==> src/rtl/ictf_sdiv.sv <==
// Bit-serial restoring divider of an unsigned word by a fixed small divisor.
module ictf_sdiv #(
    parameter int DVD_W   = 32,
    parameter int DIVISOR = 131
) (
    input  logic             aclk,
    input  logic             aresetn,
    input  logic             start,
    input  logic [DVD_W-1:0] dividend,
    output logic             done,
    output logic [DVD_W-1:0] quotient
);
    localparam int REM_W = $clog2(DIVISOR + 1);
    localparam int CNT_W = $clog2(DVD_W + 1);
    localparam logic [REM_W:0] DIV_C = (REM_W + 1)'(DIVISOR);

    logic [DVD_W-1:0] work_reg, work_next;
    logic [REM_W-1:0] rem_reg, rem_next;
    logic [CNT_W-1:0] cnt_reg, cnt_next;
    logic             busy_reg, busy_next;
    logic             done_reg, done_next;
    logic [REM_W:0]   trial;
    logic             fits;

    always_comb begin
        trial     = {rem_reg, work_reg[DVD_W-1]};
        fits      = (trial >= DIV_C);
        work_next = work_reg;
        rem_next  = rem_reg;
        cnt_next  = cnt_reg;
        busy_next = busy_reg;
        done_next = 1'b0;
        if (start) begin
            work_next = dividend;
            rem_next  = '0;
            cnt_next  = CNT_W'(DVD_W);
            busy_next = 1'b1;
        end else if (busy_reg) begin
            work_next = {work_reg[DVD_W-2:0], fits};
            rem_next  = fits ? REM_W'(trial - DIV_C) : trial[REM_W-1:0];
            cnt_next  = cnt_reg - 1'b1;
            if (cnt_reg == CNT_W'(1)) begin
                busy_next = 1'b0;
                done_next = 1'b1;
            end
        end
    end

    always_ff @(posedge aclk) begin
        if (!aresetn) begin
            busy_reg <= 1'b0;
            done_reg <= 1'b0;
            cnt_reg  <= '0;
        end else begin
            busy_reg <= busy_next;
            done_reg <= done_next;
            cnt_reg  <= cnt_next;
        end
    end

    always_ff @(posedge aclk) begin
        work_reg <= work_next;
        rem_reg  <= rem_next;
    end

    assign done     = done_reg;
    assign quotient = work_reg;

endmodule

==> config.mk <==
export PLATFORM = sky130hd
export DESIGN_NAME = ictf_sdiv
export DESIGN_NICKNAME = d
export VERILOG_FILES = /design/src/rtl/ictf_sdiv.sv
export SDC_FILE = /design/constraint.sdc
export NUM_CORES = 1
export LEC_CHECK = 0
export ABC_CLOCK_PERIOD_IN_PS = 5300
export BUFFER_PORTS_ARGS = -buffer_cell sky130_fd_sc_hd__buf_2
export CORE_MARGIN = 4
export CORE_UTILIZATION = 45
export DETAILED_ROUTE_END_ITERATION = 8
export GPL_ROUTABILITY_DRIVEN = 0
export PLACE_DENSITY = 0.71
export SKIP_LAST_GASP = 1
export SYNTH_ARGS = -nofsm -noshare
export SYNTH_HDL_FRONTEND = slang
export SYNTH_SLANG_ARGS = --single-unit
==> constraint.sdc <==
create_clock -name aclk -period 5.3 [get_ports aclk]
set_input_delay 0.795 -clock aclk [delete_from_list [all_inputs] [get_ports aclk]]
set_output_delay 0.795 -clock aclk [all_outputs]
set_load 0.01 [all_outputs]
==> metrics.cfg <==
[status]
status = completed

[cells_and_area]
fin_cells = 307
layout-drive-gt1-share = 0.471
antennaDiodeCount = 0
largest_register_ffs = 32
multiInputGateArea_um2 = 915
fillers = 424
area_delta_synth_final_pct = 23.2
seq_area_um2 = 1280
fin_nets = 277

[clock_tree]
cts_root_buf = clkbuf_8
clockBufferDepth = 2
cts_resized = 0
postCtsSetupBuffers = 0
cts_inserted_buffers = 5
cts_tree = done
clk_latency_ns = 0.30
postCtsHoldBufs = 0
cts_sinks = 48
cts.reportedPaths.clkPinSlew_ns = 0.09
htree_levels = 2

[grt]
grt_pass1_wl_um = 7020
grt_usage = 0.144
gr-total-overflow = 0
grt_pass1_vias = 1428
antenna_found_initial = 0
grt_max_degree = 46

[route]
maxUsedRoutingLayer = met4
vias = 1581
drc = 0
drt_wl_total_um = 4350
routed_via_density = 5.15
dr_wl_met2_um = 1960
drt_iter0_drc = 94
post_drt_wl_per_cell_um = 14.2
met1_length_um = 1970
met3WireLength_um = 351
ant_nets = 0
drt-pass1-iter-count = 4

[sta]
whs_ns = 0.499
max_slew.worst_pin.slew_ns = 0.917
hold_violations = 0
layout_min_cycle_time_ns = 2.29
fin_ws_ns = 3.01
finalClockSkew_ns = 0.00496
setup-violations-final = 0
rsz0062_at_grt = false
clock.fmax_mhz = 436
setup-tns-final_ns = 0
maxSlewHeadroom = 0.389
drv_slew = 0
post-route-period-util = 0.433

[setup_path]
worstReg2RegStart = quotient[31]$_DFFE_PP_
r2r_cells = 5
arrival_ns = 2.23
cp_top_family = simple AND/OR/NAND/NOR gates
worstReg2RegEnd = rem_reg[5]$_SDFFE_PP0P_
crit_chain = buf_2, or2_2
setup.worst_path.class = input port to flop
required_ns = 5.24
slowest_delay_ns = 0.72
critPathLaunchType = input port
path_buf_inv = 1
path_max_fanout = 45
end_kind = flop
worstSetupPathDepth = 2
r2r_slack_ns = 3.33
crit_end = quotient[2]$_DFFE_PP_
cp-startpoint = start
slowest_stage = or2_2

[floorplanning]
num_rows = 25
core_um2 = 4790
initial_core_util = 0.469
boundaryPins = 68
die-area_um2 = 6180
die_h_um = 78.6
die_x_um = 78.6

[pwr]
powerDensity_nw_per_um2 = 339
ir_drop_mv = 0.142
p_total_uw = 938
power_leakage_nw = 1.09

[synth]
ys_types = 38
ys_async_sr_fraction = 0
synth_top_area_frac = 0.428
synth-seq-cells = 48
synth_cells = 174
synth.cell_area_um2 = 2240
yosys_warnings = 0
syn_nets = 212
synth_top_cell_by_area = edfxtp_1
yosysSeqAreaShare = 0.571
synth_edf_count = 32
avgSynthCellArea_um2 = 12.9
synthTopCellsByArea = edfxtp_1, mux2_2, dfxtp_1, nor2_1, xnor2_1
ys.flop_type = edfxtp_1

[place]
dpl.cell_count = 299
port_buffers = 67
hpwl_um = 3070
pre_cts_ws_ns = 2.65

[job]
drv_cap = 0

[worst_hold_path]
worstHoldPathType = flop to flop
hold_depth = 2

stage by stage:
step                      utilization  cell area (um2)
after floorplan                     -             2240
after global placement          0.549             2630
after detailed placement        0.549             2630
after CTS                       0.578             2760
after global routing            0.578             2760
final                           0.578             2760
worst reg2reg max path: stages (launching register included):
cell      delay, ns
edfxtp_1       0.52
ha_1           0.37
nor3_1         0.11
a211o_1        0.32
or3_1          0.32
a311oi_2       0.24
metal layers:
metal  GRT usage  up-vias
li1            -      786
met5           0        -
met1       0.192      737
met2       0.221       53
met3      0.0424        5
met4      0.0577        0
logic make-up after synthesis:
| logic type | synth area share |
|---|---|
| flip-flops | 0.571 |
| AND/OR/NAND/NOR | 0.107 |
| multiplexers | 0.165 |
| AO/OA/AOI/OAI | 0.0881 |
| buffers and inverters | 0.0212 |
| XOR/XNOR | 0.0312 |
| adder cells (fa/ha/maj) | 0.0167 |
layout make-up:
cell class / count / area share
Sequential cell: 48 / 0.464
Multi-Input combinational cell: 114 / 0.331
Timing Repair Buffer: 67 / 0.121
Tap cell: 67 / 0.0303
Clock buffer: 5 / 0.0249
Clock inverter: 3 / 0.0249
Inverter: 3 / 0.00407
where the power goes:
group          internal (mW)  switching, mW
Combinational         0.0762         0.0748
Clock                  0.190          0.126
Sequential             0.441         0.0297
cell usage after synthesis (all sizes together), types with 3 or more instances:
cell and number:
inv 3, a211oi 6, mux2 31, xnor2 5, nor4 4, clkbuf 3, nor3 6, o21ai 3
edfxtp 32, nand2 5, dfxtp 16, buf 6, nor2 17, ha 3, xor2 3, a21oi 6
worst min path at each step:
stage / start / endpoint / slack [ns]
after floorplan: cnt_reg[1]$_SDFFE_PP0P_ / cnt_reg[1]$_SDFFE_PP0P_ / 0.47
after global placement: cnt_reg[1]$_SDFFE_PP0P_ / cnt_reg[1]$_SDFFE_PP0P_ / 0.48
after detailed placement: cnt_reg[1]$_SDFFE_PP0P_ / cnt_reg[1]$_SDFFE_PP0P_ / 0.49
after CTS: cnt_reg[1]$_SDFFE_PP0P_ / cnt_reg[1]$_SDFFE_PP0P_ / 0.50
after global routing: cnt_reg[1]$_SDFFE_PP0P_ / cnt_reg[1]$_SDFFE_PP0P_ / 0.54
final: cnt_reg[1]$_SDFFE_PP0P_ / cnt_reg[1]$_SDFFE_PP0P_ / 0.50
cell usage in the layout (no fill, tap or decap), types with 2 or more instances in the layout:
| cell | count |
|---|---|
| edfxtp_1 | 32 |
| mux2_2 | 31 |
| mux2i_1 | 2 |
| a2111oi_2 | 2 |
| or2_2 | 2 |
| dfxtp_1 | 16 |
| buf_2 | 67 |
| nor3_1 | 6 |
| nand2_1 | 5 |
| nand2b_1 | 2 |
| nor2b_1 | 2 |
| clkbuf_8 | 5 |
| xor2_1 | 3 |
| a211oi_1 | 5 |
| a21oi_1 | 6 |
| nor2_1 | 17 |
| ha_1 | 3 |
| bufinv_16 | 2 |
| or3_1 | 2 |
| inv_1 | 3 |
| xnor2_1 | 5 |
| o21ai_0 | 3 |
| nor4_1 | 3 |
No activity file was read; power rests on OpenSTA's default activity.
