## config.mk

```make
export PLATFORM = sky130hd
export DESIGN_NAME = ictf_atan
export DESIGN_NICKNAME = d
export VERILOG_FILES = /design/src/rtl/ictf_pkg.sv /design/src/rtl/ictf_atan.sv
export SDC_FILE = /design/constraint.sdc
export NUM_CORES = 2
export LEC_CHECK = 0
export BUFFER_PORTS_ARGS = -buffer_cell sky130_fd_sc_hd__buf_2
export CORE_MARGIN = 8
export CORE_UTILIZATION = 35
export CTS_CLUSTER_SIZE = 14
export DETAILED_ROUTE_END_ITERATION = 8
export PLACE_DENSITY = 0.55
export SLEW_MARGIN = 20
export SYNTH_ARGS = -nofsm -noshare
export SYNTH_HDL_FRONTEND = slang
export SYNTH_SLANG_ARGS = --single-unit
export TNS_END_PERCENT = 100
```

## constraint.sdc

```tcl
create_clock -name aclk -period 20.9 [get_ports aclk]
set_input_delay 2.09 -clock aclk [delete_from_list [all_inputs] [get_ports aclk]]
set_output_delay 2.09 -clock aclk [all_outputs]
set_load 0.01 [all_outputs]
```

## src/rtl/ictf_pkg.sv

```systemverilog
// Shared widths, constants, register codes and arctangent table of the tilt filter.
package ictf_pkg;

    localparam int FRAC_BITS     = 16;
    localparam int RAW_W         = 16;
    localparam int MS_W          = 16;
    localparam int CFG_W         = 26;
    localparam int BAND_W        = 25;
    localparam int OUT_W         = 26;
    localparam int CFG_IDX_W     = 3;
    localparam int S_DATA_W      = 112;
    localparam int M_DATA_W      = 160;

    localparam int ANUM_W        = RAW_W + 1;
    localparam int SQ_W          = 2 * RAW_W;
    localparam int SQRT_SHIFT    = 28;
    localparam int ROOT_W        = (SQ_W + SQRT_SHIFT) / 2;
    localparam int CORDIC_STEPS  = 24;
    localparam int STEP_W        = $clog2(CORDIC_STEPS);
    localparam int CORD_W        = ROOT_W + 3;
    localparam int ANG_W         = 25;
    localparam int TAB_W         = 23;
    localparam int Y_SCALE       = 14;

    localparam int RATE_DIV      = 131;
    localparam int RATE_HALF     = 65;
    localparam int RATE_NUM_W    = RAW_W + FRAC_BITS;
    localparam int RATE_W        = CFG_W + 1;

    localparam int MS_DIV        = 1000;
    localparam int MS_HALF       = 500;
    localparam int PROD_W        = OUT_W + MS_W;

    localparam int ACC_W         = CFG_W + 1;
    localparam int ACCB_W        = 32;
    localparam int BLEND_DIV     = 25;
    localparam int BLEND_HALF    = 12;
    localparam int BLEND_BIAS_EXP = 27;

    localparam int LIM360        = 360 << FRAC_BITS;
    localparam int DEG90         = 90 << FRAC_BITS;

    localparam logic signed [CFG_W-1:0] RST_BIAS_X   = 26'sd62915;
    localparam logic signed [CFG_W-1:0] RST_BIAS_Y   = -26'sd32702464;
    localparam logic signed [CFG_W-1:0] RST_BIAS_Z   = 26'sd17039;
    localparam logic [BAND_W-1:0]       RST_BAND_X   = 25'd458752;
    localparam logic [BAND_W-1:0]       RST_BAND_Y   = 25'd327680;
    localparam logic [BAND_W-1:0]       RST_BAND_Z   = 25'd196608;
    localparam logic signed [CFG_W-1:0] RST_OFS_ROLL  = -26'sd38011;
    localparam logic signed [CFG_W-1:0] RST_OFS_PITCH = 26'sd103547;

    typedef enum logic [CFG_IDX_W-1:0] {
        REG_BIAS_X    = 3'd0,
        REG_BIAS_Y    = 3'd1,
        REG_BIAS_Z    = 3'd2,
        REG_BAND_X    = 3'd3,
        REG_BAND_Y    = 3'd4,
        REG_BAND_Z    = 3'd5,
        REG_OFS_ROLL  = 3'd6,
        REG_OFS_PITCH = 3'd7
    } cfg_reg_t;

    function automatic logic [TAB_W-1:0] atan_tab(input logic [STEP_W-1:0] idx);
        logic [TAB_W-1:0] v;
        case (idx)
            5'd0:    v = 23'd2949120;
            5'd1:    v = 23'd1740967;
            5'd2:    v = 23'd919879;
            5'd3:    v = 23'd466945;
            5'd4:    v = 23'd234379;
            5'd5:    v = 23'd117304;
            5'd6:    v = 23'd58666;
            5'd7:    v = 23'd29335;
            5'd8:    v = 23'd14668;
            5'd9:    v = 23'd7334;
            5'd10:   v = 23'd3667;
            5'd11:   v = 23'd1833;
            5'd12:   v = 23'd917;
            5'd13:   v = 23'd458;
            5'd14:   v = 23'd229;
            5'd15:   v = 23'd115;
            5'd16:   v = 23'd57;
            5'd17:   v = 23'd29;
            5'd18:   v = 23'd14;
            5'd19:   v = 23'd7;
            5'd20:   v = 23'd4;
            5'd21:   v = 23'd2;
            5'd22:   v = 23'd1;
            default: v = 23'd0;
        endcase
        return v;
    endfunction

endpackage

```

## src/rtl/ictf_atan.sv

```systemverilog
// Tilt angle unit: squares, bit-serial square root and serial CORDIC vectoring.
module ictf_atan
    import ictf_pkg::*;
(
    input  logic                     aclk,
    input  logic                     aresetn,
    input  logic                     start,
    input  logic signed [ANUM_W-1:0] num,
    input  logic signed [RAW_W-1:0]  den_a,
    input  logic signed [RAW_W-1:0]  den_b,
    output logic                     done,
    output logic signed [ANG_W-1:0]  angle
);
    typedef enum logic [3:0] {
        AT_IDLE   = 4'b0001,
        AT_SUM    = 4'b0010,
        AT_ROOT   = 4'b0100,
        AT_ROTATE = 4'b1000
    } at_state_t;

    localparam int CNT_W  = $clog2(ROOT_W + 1);
    localparam int RREM_W = ROOT_W + 3;
    localparam logic signed [ANG_W-1:0] ANG90 = ANG_W'(DEG90);

    at_state_t                 state_reg, state_next;
    logic [CNT_W-1:0]          cnt_reg, cnt_next;
    logic                      done_reg, done_next;
    logic [SQ_W-2:0]           sqa_reg, sqa_next, sqb_reg, sqb_next;
    logic signed [ANUM_W-1:0]  num_reg, num_next;
    logic [SQ_W-1:0]           rad_reg, rad_next;
    logic [RREM_W-1:0]         rem_reg, rem_next;
    logic [ROOT_W-1:0]         root_reg, root_next;
    logic signed [CORD_W-1:0]  x_reg, x_next, y_reg, y_next;
    logic signed [ANG_W-1:0]   z_reg, z_next, angle_reg, angle_next;

    logic signed [SQ_W-1:0]    sqa_full, sqb_full;
    logic [SQ_W-1:0]           sum_sq;
    logic [RREM_W-1:0]         rem_try, root_try;
    logic                      root_fits;
    logic [ROOT_W-1:0]         root_step;
    logic signed [CORD_W-1:0]  dx, dy;
    logic signed [ANG_W-1:0]   tab, z_step;

    assign sqa_full = den_a * den_a;
    assign sqb_full = den_b * den_b;

    always_comb begin
        sum_sq    = SQ_W'(sqa_reg) + SQ_W'(sqb_reg);
        rem_try   = {rem_reg[RREM_W-3:0], rad_reg[SQ_W-1 -: 2]};
        root_try  = {1'b0, root_reg, 2'b01};
        root_fits = (rem_try >= root_try);
        root_step = {root_reg[ROOT_W-2:0], root_fits};
        dx        = y_reg >>> cnt_reg[STEP_W-1:0];
        dy        = x_reg >>> cnt_reg[STEP_W-1:0];
        tab       = ANG_W'(atan_tab(cnt_reg[STEP_W-1:0]));
        z_step    = (y_reg > 0) ? z_reg + tab : z_reg - tab;

        state_next = state_reg;
        cnt_next   = cnt_reg;
        done_next  = 1'b0;
        sqa_next   = sqa_reg;
        sqb_next   = sqb_reg;
        num_next   = num_reg;
        rad_next   = rad_reg;
        rem_next   = rem_reg;
        root_next  = root_reg;
        x_next     = x_reg;
        y_next     = y_reg;
        z_next     = z_reg;
        angle_next = angle_reg;

        unique case (state_reg)
            AT_IDLE: begin
                if (start) begin
                    sqa_next   = sqa_full[SQ_W-2:0];
                    sqb_next   = sqb_full[SQ_W-2:0];
                    num_next   = num;
                    state_next = AT_SUM;
                end
            end
            AT_SUM: begin
                if (sum_sq == '0) begin
                    if (num_reg > 0) begin
                        angle_next = ANG90;
                    end else if (num_reg < 0) begin
                        angle_next = -ANG90;
                    end else begin
                        angle_next = '0;
                    end
                    done_next  = 1'b1;
                    state_next = AT_IDLE;
                end else if (num_reg == '0) begin
                    angle_next = '0;
                    done_next  = 1'b1;
                    state_next = AT_IDLE;
                end else begin
                    rad_next   = sum_sq;
                    rem_next   = '0;
                    root_next  = '0;
                    cnt_next   = CNT_W'(ROOT_W);
                    state_next = AT_ROOT;
                end
            end
            AT_ROOT: begin
                rad_next  = {rad_reg[SQ_W-3:0], 2'b00};
                rem_next  = root_fits ? rem_try - root_try : rem_try;
                root_next = root_step;
                cnt_next  = cnt_reg - 1'b1;
                if (cnt_reg == CNT_W'(1)) begin
                    x_next     = CORD_W'(root_step);
                    y_next     = CORD_W'($signed({num_reg, {Y_SCALE{1'b0}}}));
                    z_next     = '0;
                    cnt_next   = '0;
                    state_next = AT_ROTATE;
                end
            end
            AT_ROTATE: begin
                if (y_reg > 0) begin
                    x_next = x_reg + dx;
                    y_next = y_reg - dy;
                end else begin
                    x_next = x_reg - dx;
                    y_next = y_reg + dy;
                end
                z_next   = z_step;
                cnt_next = cnt_reg + 1'b1;
                if (cnt_reg == CNT_W'(CORDIC_STEPS - 1)) begin
                    angle_next = z_step;
                    done_next  = 1'b1;
                    state_next = AT_IDLE;
                end
            end
            default: state_next = AT_IDLE;
        endcase
    end

    always_ff @(posedge aclk) begin
        if (!aresetn) begin
            state_reg <= AT_IDLE;
            cnt_reg   <= '0;
            done_reg  <= 1'b0;
        end else begin
            state_reg <= state_next;
            cnt_reg   <= cnt_next;
            done_reg  <= done_next;
        end
    end

    always_ff @(posedge aclk) begin
        sqa_reg   <= sqa_next;
        sqb_reg   <= sqb_next;
        num_reg   <= num_next;
        rad_reg   <= rad_next;
        rem_reg   <= rem_next;
        root_reg  <= root_next;
        x_reg     <= x_next;
        y_reg     <= y_next;
        z_reg     <= z_next;
        angle_reg <= angle_next;
    end

    assign done  = done_reg;
    assign angle = angle_reg;

endmodule

```

==> flow_summary.yaml <==
clock_network:
  cts_tree: "built"
  cts_resized: 0
  cts_buffer_depth: 3
  clock_insertion_delay_worst_skew_ns: 0.57
  clk_pin_slew_worst_paths_ns: 0.05
  h-tree-depth: 2
  post_cts_buffers: 0
  cts_root_buf: "clkbuf_16"
  holdBufCountCts: 0
  clock_sinks: 318
  cts_made_buffers: 40
synth:
  synth_top_area_frac: 0.219
  yosys_warnings: 0
  yosysTopAreaCell: "fa_1"
  synthCells: 4482
  netlist_top_cells_count: "inv_1 (742), fa_1 (462), nand2_1 (399), ha_1 (331), nor2_1 (321)"
  ys_ff_latch: 318
  synth_area_leaders: "fa_1 (22%), edfxtp_1 (20%), ha_1 (9.8%)"
  synth.most_common_cell: "inv_1"
  ys_types: 100
  ys.flop_type: "edfxtp_1"
  mappedNetlistArea_mm2: 0.0422
  synth_edf_count: 286
  seq_area_frac_synth: 0.219
  synth.avg_cell_area_um2: 9.42
  postSynth.asyncResetShare: 0
  synth_nets: 5327
sta:
  max_freq_mhz: 119
  relSlewSlack: 0.334
  period_share: 0.400
  report.final.slew_viol_count: 0
  finalSetupViolations: 0
  period_needed_ns: 8.37
  finalClockSkew_ns: 0.0203
  hold_viol: 0
  rsz0062_at_grt: "false"
  fin_setup_tns_ns: 0
  worst_pin_slew_ns: 0.999
grt:
  grt_overflow: 0
  grt_pass1_vias: 32200
  grt_max_degree: 85
  grt_pass1_wl_um: 173000
  antenna_found_initial: 6
  grtUsageTotal: 0.160
power:
  ir_drop_mv: 0.286
  powerDensity_mw_per_mm2: 166
  power.static_leakage_nw: 20.1
critical_path:
  cp_top_family: "adder cells"
  crit_type: "in -> reg"
  crit_path_start_kind: "input port"
  worstPathRequired_ns: 21.22
  end_kind: "flop"
  arrival_ns: 8.69
  path_common_cell: "fa_1"
  crit_slowest_cell: "fa_1"
  cp_max_fo: 9
  cp_num_buf_inv: 5
  max_stage_delay_ns: 0.54
floorplanning:
  die_y_um: 363
  row_count: 127
  core_mm2: 0.120
  die_x_um: 363
  dieArea_mm2: 0.132
  start_util: 0.352
  ioPinCount: 78
route:
  wl_per_cell_um: 17.3
  drt_iter0_drc: 2090
  antenna_left: 0
  firstDrtPassIters: 6
  vias: 31200
  drc: 0
  wirelength_um: 105000
  routed_via_density: 5.11
cells_and_area:
  stdcell_count: 6105
  final_nets: 5305
  n_fill_cell: 12300
  syn2layout_area_growth_pct: 7.81
  drive_gt1_frac: 0.0737
placement:
  globalplace.congestion: 0.882
  portBuffers: 77
  dpl.hpwl_um: 84100
  dp.cells: 6029
flow_run:
  drv_cap: 0
outcome:
  status: "finished, final reports clean"
worst_hold_path:
  worstHoldPathType: "reg -> reg"
cell type report:
| class | instances | area, um^2 | area share |
|---|---|---|---|
| antenna | 3 | 7.51 | 0.000165 |
| clock buffer | 48 | 1080 | 0.0238 |
| clock inverter | 24 | 288 | 0.00632 |
| inverter | 753 | 2830 | 0.0621 |
| multi-input combinational | 3251 | 29500 | 0.648 |
| sequential | 318 | 9240 | 0.203 |
| tap | 1612 | 2020 | 0.0443 |
| timing repair buffer | 96 | 541 | 0.0119 |
worst register-to-register path: stages (launching register included):
cell and delay [ns]:
dfxtp_4 0.69, buf_4 0.62, mux4_2 0.70, mux2i_1 0.17, inv_1 0.09, o21ai_0 0.49
mux2_2 0.31, and3_1 0.25, nor3b_1 0.36, a21oi_1 0.14, xor2_1 0.18, ha_1 0.36
a211oi_1 0.33, nand2_1 0.09, a21oi_1 0.23, o41ai_1 0.19, a211oi_1 0.51, o21ai_0 0.19
a21oi_1 0.32, o2111a_1 0.29, o31ai_1 0.12, or3_1 0.32, a31oi_1 0.21, xnor2_1 0.15
o21ai_1 0.07
cells by family (layout without fill, tap and decap cells):
kind of cell / after synthesis / after routing / synth area share
and+or+nand+nor: 1211 / 1211 / 0.135
buffers and inverters: 913 / 921 / 0.0835
muxes: 161 / 161 / 0.0651
DFF: 318 / 318 / 0.219
adders and majority gates: 793 / 793 / 0.317
AOI/OAI and AO/OA: 805 / 805 / 0.122
xor gates and xnor gates: 281 / 281 / 0.0583
other: 0 / 3 / 0
power by group:
part | switching (mW) | internal, mW | total [mW]
registers | 0.0430 | 1.07 | 1.12
clock network | 0.286 | 0.445 | 0.732
logic | 3.22 | 2.51 | 5.73
metal layers:
metal,GRT usage,share of wire
met1,0.207,0.44
met2,0.281,0.49
met3,0.0196,0.038
met4,0.0463,0.028
met5,0,0.00024
final timing paths:
path                    start           to  slack, ns  cells past startpoint
hold reg to reg   rad_reg[28]  rad_reg[30]       0.50                      2
setup / recovery    den_b[12]  sqb_reg[29]      12.53                     26
hold / removal    rad_reg[28]  rad_reg[30]       0.50                      2
setup reg to reg   cnt_reg[0]    y_reg[32]      13.24                     24
cells in the final DEF (no fill, tap or decap), drive strengths merged, types with 10 or more instances in the layout:
cell / synthesis / layout
a211oi: 37 / 37
a21boi: 13 / 13
a21o: 85 / 85
a21oi: 221 / 221
a31o: 12 / 12
a31oi: 23 / 23
and2: 87 / 87
and3: 39 / 39
buf: 40 / 96
clkbuf: 120 / 48
clkinv: 6 / 19
dfxtp: 32 / 32
edfxtp: 286 / 286
fa: 462 / 462
ha: 331 / 331
inv: 747 / 751
mux2: 28 / 28
mux2i: 45 / 45
mux4: 88 / 88
nand2: 399 / 399
nand2b: 47 / 47
nand3: 90 / 90
nand3b: 10 / 10
nand4: 21 / 21
nor2: 322 / 322
nor2b: 28 / 28
nor3: 75 / 75
nor4: 24 / 24
o211ai: 12 / 12
o21a: 38 / 38
o21ai: 194 / 194
o21bai: 29 / 29
o31ai: 49 / 49
or2: 15 / 15
or3: 19 / 19
xnor2: 164 / 164
xor2: 117 / 117
metrics by stage:
stage,setup WS [ns],hold slack (ns),utilization,total power [mW],instance area [um^2]
3_3_place_gp,12.04,0.493,0.368,6.85,44100
2_1_floorplan,12.46,0.484,-,5.63,42200
6_report,12.53,0.496,0.380,7.58,45500
5_1_grt,12.17,0.511,0.380,8.51,45500
3_5_place_dp,11.97,0.495,0.368,6.92,44100
4_1_cts,12.58,0.504,0.380,7.69,45500
(Power assumes the default switching activity.)
